--- src/design/mpsp_pkg.sv ---
// Shared constants and types for the PCM sample player.
`default_nettype none
package mpsp_pkg;
	localparam int CHANNELS = 16;
	localparam int CH_BITS = 4;
	localparam int ROM_ADDR_BITS = 20;
	localparam int REG_RAM_BYTES = 2048;
	localparam int REG_BITS = $clog2(REG_RAM_BYTES);
	localparam int ROM_BYTES = 1 << ROM_ADDR_BITS;

	localparam logic [1:0] OP_WRITE = 2'd0;
	localparam logic [1:0] OP_READ  = 2'd1;
	localparam logic [1:0] OP_LOAD  = 2'd2;
	localparam logic [1:0] OP_TICK  = 2'd3;

	localparam logic [2:0] CFG_BANK_SHIFT = 3'd0;
	localparam logic [2:0] CFG_BANK_MASK  = 3'd1;
	localparam logic [2:0] CFG_STEP       = 3'd2;
	localparam logic [2:0] CFG_A_GAIN     = 3'd3;
	localparam logic [2:0] CFG_A_DIR      = 3'd4;
	localparam logic [2:0] CFG_B_GAIN     = 3'd5;
	localparam logic [2:0] CFG_B_DIR      = 3'd6;

	// Signed mix sum: 16 channels of -128..127 times 0..255.
	typedef logic signed [23:0] mix_t;

	// Clamp a wide signed value to 16 bits.
	function automatic logic signed [15:0] clamp16(input logic signed [42:0] v);
		logic signed [15:0] r;
		if (v > 43'sd32767) begin
			r = 16'sh7fff;
		end else if (v < -43'sd32768) begin
			r = 16'sh8000;
		end else begin
			r = v[15:0];
		end
		return r;
	endfunction

	// Q8.8 scale, truncated toward zero.
	function automatic logic signed [41:0] scale_q88(input logic signed [40:0] p);
		logic [40:0] m;
		logic signed [41:0] r;
		m = p[40] ? (41'd0 - p) : p;
		r = {9'd0, m[40:8]};
		if (p[40]) begin
			r = 42'sd0 - r;
		end
		return r;
	endfunction
endpackage
`default_nettype wire

--- src/design/mpsp_mixer.sv ---
// Output routing: gain scaling, direction routing and clamping of the two sums.
`default_nettype none
module mpsp_mixer (
	input  wire logic clk,
	input  wire logic start,
	input  wire mpsp_pkg::mix_t lsum,
	input  wire mpsp_pkg::mix_t rsum,
	input  wire logic [15:0] a_gain,
	input  wire logic [1:0] a_dir,
	input  wire logic [15:0] b_gain,
	input  wire logic [1:0] b_dir,
	output logic signed [15:0] left,
	output logic signed [15:0] right
);
	logic signed [40:0] pa_s1, pb_s1;
	logic signed [41:0] a, b;
	logic signed [42:0] l, r;

	// Products registered before scaling and routing.
	always_ff @(posedge clk) begin
		if (start) begin
			pa_s1 <= 41'(lsum) * $signed({1'b0, a_gain});
			pb_s1 <= 41'(rsum) * $signed({1'b0, b_gain});
		end
	end

	always_comb begin
		a = mpsp_pkg::scale_q88(pa_s1);
		b = mpsp_pkg::scale_q88(pb_s1);
		l = '0;
		r = '0;
		if (a_dir[0]) l = l + 43'(a);
		if (a_dir[1]) r = r + 43'(a);
		if (b_dir[0]) l = l + 43'(b);
		if (b_dir[1]) r = r + 43'(b);
		left = mpsp_pkg::clamp16(l);
		right = mpsp_pkg::clamp16(r);
	end
endmodule
`default_nettype wire

--- config.mk ---
export PLATFORM = sky130hd
export DESIGN_NAME = mpsp_mixer
export DESIGN_NICKNAME = d
export VERILOG_FILES = /design/src/design/mpsp_pkg.sv /design/src/design/mpsp_mixer.sv
export SDC_FILE = /design/constraint.sdc
export NUM_CORES = 2
export LEC_CHECK = 0
export ABC_CLOCK_PERIOD_IN_PS = 23600
export BUFFER_PORTS_ARGS = -buffer_cell sky130_fd_sc_hd__buf_4
export CORE_ASPECT_RATIO = 0.9
export CORE_MARGIN = 2
export CORE_UTILIZATION = 50
export DETAILED_ROUTE_END_ITERATION = 8
export GPL_TIMING_DRIVEN = 0
export PLACE_DENSITY = 0.66
export SETUP_SLACK_MARGIN = 0.4
export SLEW_MARGIN = 10
export SYNTH_ARGS = -nofsm -noshare
export SYNTH_HDL_FRONTEND = slang
export SYNTH_SLANG_ARGS = --single-unit
--- constraint.sdc ---
create_clock -name clk -period 23.6 [get_ports clk]
set_input_delay 2.36 -clock clk [delete_from_list [all_inputs] [get_ports clk]]
set_output_delay 2.36 -clock clk [all_outputs]
set_load 0.02 [all_outputs]
---- After elaboration in Yosys (flattened, before gate mapping) ----
Cells that the tools add are included.
operators by class
  mux-type cells .......................... 12
  reduce and logical (&&, ||, !) cells .... 0
  multipliers ............................. 2
  $lt $le $gt $ge ......................... 4
  div/mod/pow operators ................... 0
  shift-type cells ........................ 0
  equal/unequal tests ..................... 0
  add/subtract/negate cells ............... 6
  bitwise operators ....................... 0
operators by type and width
  operator               number
  $mux 43                4
  $add 43x42->43         2
  $gt 43x16->1 const B   2
  $lt 43x16->1 const B   2
  $mux 42                2
  $mul 24x17->41         2
  $mux 41                2
  $sub 1x41->41 const A  2
  $sub 1x33->34 const A  2
  $mux 16                4
word-level totals
  bits in registers ....................... 82
  memories ................................ 0
  memory bits (read-only) ................. 0
  RAM bits ................................ 0
  latch bits .............................. 0

---- Depth between registers and ports, before layout ----
  word-level depth ........................ 10
  gate-level depth with buffers ........... 33

---- Worst setup path before layout ----
OpenSTA, ideal clock, no wires.
  kind .................................... input port to output port
  start point ............................. in a_dir[0]
  end point ............................... out left[0]
  arrival time ............................ 7450 ps
  path buffers ............................ 2
  stages .................................. 22
  data required time ...................... 21240 ps
  setup slack ............................. 13790 ps
  cells stage by stage .................... clkbuf_1 clkinv_1 clkbuf_1 nor2_1 ha_1 a21oi_1 o211ai_1 o41ai_1 o21ai_0 or2_2 o21ai_0 a41oi_1 a211oi_2 o21ai_0 o221ai_1 o21ai_1 a21o_1 nor4_1 nor3_1 or4_1 o21a_1 o21ai_0
between the ends
  longest elaborated chain between the ends .. 6
ends and longest elaborated chain
  item             line              text
  start, declared  mpsp_mixer.sv:9   input wire logic [1:0] a_dir,
  $mux 43 (*)      mpsp_mixer.sv:32  if (a_dir[0]) l = l + 43'(a);
  $add 43x42->43   mpsp_mixer.sv:34  if (b_dir[0]) l = l + 43'(b);
  $mux 43 (*)      mpsp_mixer.sv:34
  $lt 43x16->1     mpsp_pkg.sv:32    end else if (v < -43'sd32768) begin
  $mux 16          mpsp_pkg.sv:32
  $mux 16 (*)      mpsp_pkg.sv:30    if (v > 43'sd32767) begin
  end, declared    mpsp_mixer.sv:12  output logic signed [15:0] left,
Mark *: on every way between the ends. The rest lies on a longest branch, timed or not.

---- Final worst setup path ----
  start point ............................. reg pa_s1[40]
  end point ............................... out left[5]
between the ends
  longest elaborated chain between the ends .. 10
ends and longest elaborated chain
  item                    line              text
  start, declared         mpsp_mixer.sv:15  logic signed [40:0] pa_s1, pb_s1;
  start signal, assigned  mpsp_mixer.sv:22  pa_s1 <= 41'(lsum) * $signed({1'b0, a_gain});
  $sub 1x41->41           mpsp_pkg.sv:44    m = p[40] ? (41'd0 - p) : p;
  $mux 41                 mpsp_pkg.sv:44
  $sub 1x33->34           mpsp_pkg.sv:47    r = 42'sd0 - r;
  $mux 42 (*)             mpsp_pkg.sv:46    if (p[40]) begin
  $mux 43 (*)             mpsp_mixer.sv:32
  $add 43x42->43          mpsp_mixer.sv:34
  $mux 43 (*)             mpsp_mixer.sv:34
  $lt 43x16->1            mpsp_pkg.sv:32
  $mux 16                 mpsp_pkg.sv:32
  $mux 16 (*)             mpsp_pkg.sv:30
Marks and branches as above.

==> key figures <==
Critical path
  – Critical path class: flip-flop to output port
  – Critical Path RT: 21.24 ns
  – Critical path endpoint category: output port
  – Crit-path max cell delay: 0.65 ns
  – Worst Path Buf+Inv: 6
  – CP delay by family, top: compound AO/OA/AOI/OAI gates
  – Crit path launch type: flip-flop
  – CP dominant cell by count: o21ai_0
  – Critical path data arrival time: 9.98 ns
  – Number of cells on the critical path: 34
  – Worst-path fanout max: 10
  – Critical-path top delay cell: buf_1

Cells and area
  – Nets: 5530
  – Fill cells: 6877
  – Proportion of layout cells with a drive suffix above 1: 4.43%
  – Final Non-Filler Cells: 5390
  – Sequential Area: 2460 sq um
  – Area grow syn2layout: 6.33%
  – Multi-input gate area: 30800 sq um

Timing
  – Final period util: 52.3%
  – Worst slew margin relative to its limit: 23.4%
  – Setup ws final: 11.26 ns
  – Final setup TNS: 0 ns
  – Fmax: 0.0811 GHz
  – Final setup vio count: 0
  – Slew Limit Fails: 0
  – Slew @ Worst Pin: 1.15 ns
  – Clock period minus worst slack: 12.34 ns
  – RSZ-0062 raised after global routing: false
  – Endpoints failing hold: 0

Drt
  – DRT Pass-1 Iters: 6
  – Vias per cell: 5.46
  – Iter 0 DRT Violations: 2360
  – Final wirelength: 94900 microns
  – DR WL/cell: 17.6 microns
  – Antenna violation net count after detailed routing: 0
  – Via count: 29432
  – DRC Markers: 0

GRT
  – Initial antenna violation count: 2
  – First-pass GRT wire length: 156000 microns
  – Vias in the first global route: 29038
  – GRT Overall Usage: 25.8%
  – Largest net degree at the start of global routing: 83
  – GR Overflow Total: 0

Yosys
  – Yosys reg bits: 82
  – Number of synthesized flops with an enable pin: 82
  – Ys async rst share: 0%
  – Post-Synthesis Cell Area: 37300 sq um
  – Sequential element share of the synthesized area: 6.60%
  – Unique cell type count in the Yosys netlist: 92
  – Number of synthesis warnings: 0
  – Post-Syn Area per Cell: 8.68 sq um
  – Synthesized Nets: 5404
  – Post-synth top flop: edfxtp_1
  – Mapped Cells: 4296

Clocking
  – Hold_buf cts: 0
  – Resized Gates After CTS: 0
  – Root Driver: clkbuf_16
  – Clock sink count: 82
  – Post-CTS setup repair buffer count: 0
  – Clk buf depth: 2
  – CTS tree: yes
  – Worst-path clk slew: 0.07 ns
  – H-Tree Depth: 3
  – TritonCTS buffer count: 9

Floorplan
  – Die ar.: 76800 sq um
  – Chip width: 292 microns
  – Ports: 118
  – Initial Utilization: 50.7%
  – Core area: 73500 sq um
  – Chip height: 263 microns
  – Number of core rows: 94

Placement
  – Hpwl dp: 83600 microns
  – GPL Wtd Cong: 0.932
  – I/O Buffers: 115
  – Placed instance count: 5371
  – Setup Slack @ Placement: 12.04 ns

Worst hold path
  – Hold Crit Depth: 2
  – Worst Hold Class: input port to flip-flop

Status
  – Outcome: finished, final reports clean

Run
  – Max_cap viols: 0
-- layout by cell type, fill, tap and decap left out, types with 10 or more instances in the layout --
cell type,instances
mux2i_1,29
and3_1,36
and2_1,340
xnor2_1,144
xor2_1,56
nor4_1,21
inv_1,895
and4_1,10
ha_1,266
o21ai_2,10
fa_1,756
nor2_1,144
clkbuf_1,153
nand2_1,595
or4_1,11
nand2b_1,17
nor3_1,60
or3_1,23
a31oi_1,20
o21ai_1,14
nand3_1,65
o211ai_1,10
o21bai_1,16
a211oi_1,11
o21a_1,14
nand4_1,22
a21oi_1,121
or2_2,11
buf_4,115
a21o_1,39
edfxtp_1,82
nor2b_1,39
o21ai_0,93
-- registers in the layout (all words and copies together) (netlist names) --
register  count
pa_s1        41
pb_s1        41
-- Yosys cell counts (6+ instances only) --
| cell type | count | area, sq um |
|---|---|---|
| or4_1 | 11 | 82.6 |
| o2111ai_1 | 8 | 70.1 |
| and4_1 | 10 | 87.6 |
| edfxtp_1 | 82 | 2460 |
| o21ai_2 | 10 | 87.6 |
| nand2_1 | 595 | 2230 |
| o21bai_1 | 16 | 120 |
| nor2_1 | 144 | 541 |
| nor4_1 | 21 | 131 |
| o21a_1 | 14 | 105 |
| nor4b_1 | 7 | 61.3 |
| xnor2_1 | 144 | 1260 |
| nand2b_1 | 17 | 106 |
| and2_1 | 340 | 2130 |
| or3_1 | 23 | 144 |
| fa_1 | 756 | 15100 |
| mux2_2 | 9 | 101 |
| o22ai_1 | 6 | 37.5 |
| o21ai_0 | 93 | 465 |
| a21oi_1 | 121 | 606 |
| o31ai_1 | 7 | 52.6 |
| and3_1 | 36 | 225 |
| nand4_1 | 22 | 138 |
| o31a_1 | 9 | 78.8 |
| mux2i_1 | 29 | 290 |
| inv_1 | 895 | 3360 |
| o21ai_1 | 14 | 70.1 |
| nor3_1 | 60 | 300 |
| a211oi_1 | 11 | 82.6 |
| a21boi_0 | 9 | 67.6 |
| clkbuf_1 | 153 | 574 |
| xor2_1 | 56 | 490 |
| nand4b_1 | 6 | 52.6 |
| or2_2 | 11 | 68.8 |
| a31oi_1 | 20 | 125 |
| a31o_2 | 6 | 52.6 |
| o211ai_1 | 10 | 75.1 |
| nor2b_1 | 39 | 244 |
| buf_2 | 7 | 35.0 |
| ha_1 | 266 | 3330 |
| a21o_1 | 39 | 293 |
| nand3_1 | 65 | 325 |
-- per-stage QoR --
stage	area (sq um)	hold WS, ns	utilization [%]
final	39600	2.31	53.9
after global routing	39600	2.32	53.9
after CTS	39600	2.29	53.9
after detailed placement	39400	2.71	53.5
after global placement	39400	2.71	53.5
after floorplan	37300	2.47	-
-- layer usage --
metal	track usage, %	up-vias	part of all wire [%]
met2	37.8	1007	43
met3	6.85	82	10
li1	-	13590	-
met5	0	-	0
met4	4.08	0	1.5
met1	38.7	14753	46
-- logic make-up after synthesis --
| family | synth area share (%) |
|---|---|
| buffers and inverters | 10.8 |
| XOR/XNOR | 4.70 |
| flip-flops | 6.60 |
| adder cells (fa/ha/maj) | 49.6 |
| AND/OR/NAND/NOR | 19.0 |
| AO/OA/AOI/OAI | 8.22 |
| multiplexers | 1.09 |
-- final cells by class --
cell class                      instances  share of cell area [%]
Multi-Input combinational cell       3151                    77.7
Inverter                              898                    8.50
Sequential cell                        82                    6.21
Tap cell                              960                    3.03
Timing Repair Buffer                  115                    2.18
Buffer                                165                    1.62
Clock buffer                            9                   0.568
Clock inverter                          6                   0.148
Antenna cell                            4                  0.0252
-- path summary, 6_finish.rpt --
path                                 from                  to  slack (ns)
worst max-delay path  pa_s1[40]$_DFFE_PP_             left[5]       11.26
worst min-delay path            b_gain[0]  pb_s1[0]$_DFFE_PP_        2.31
Power is left out: the tool's default activity adds up to more than one toggle a clock period on the data nets, which glitch-free logic cannot reach.
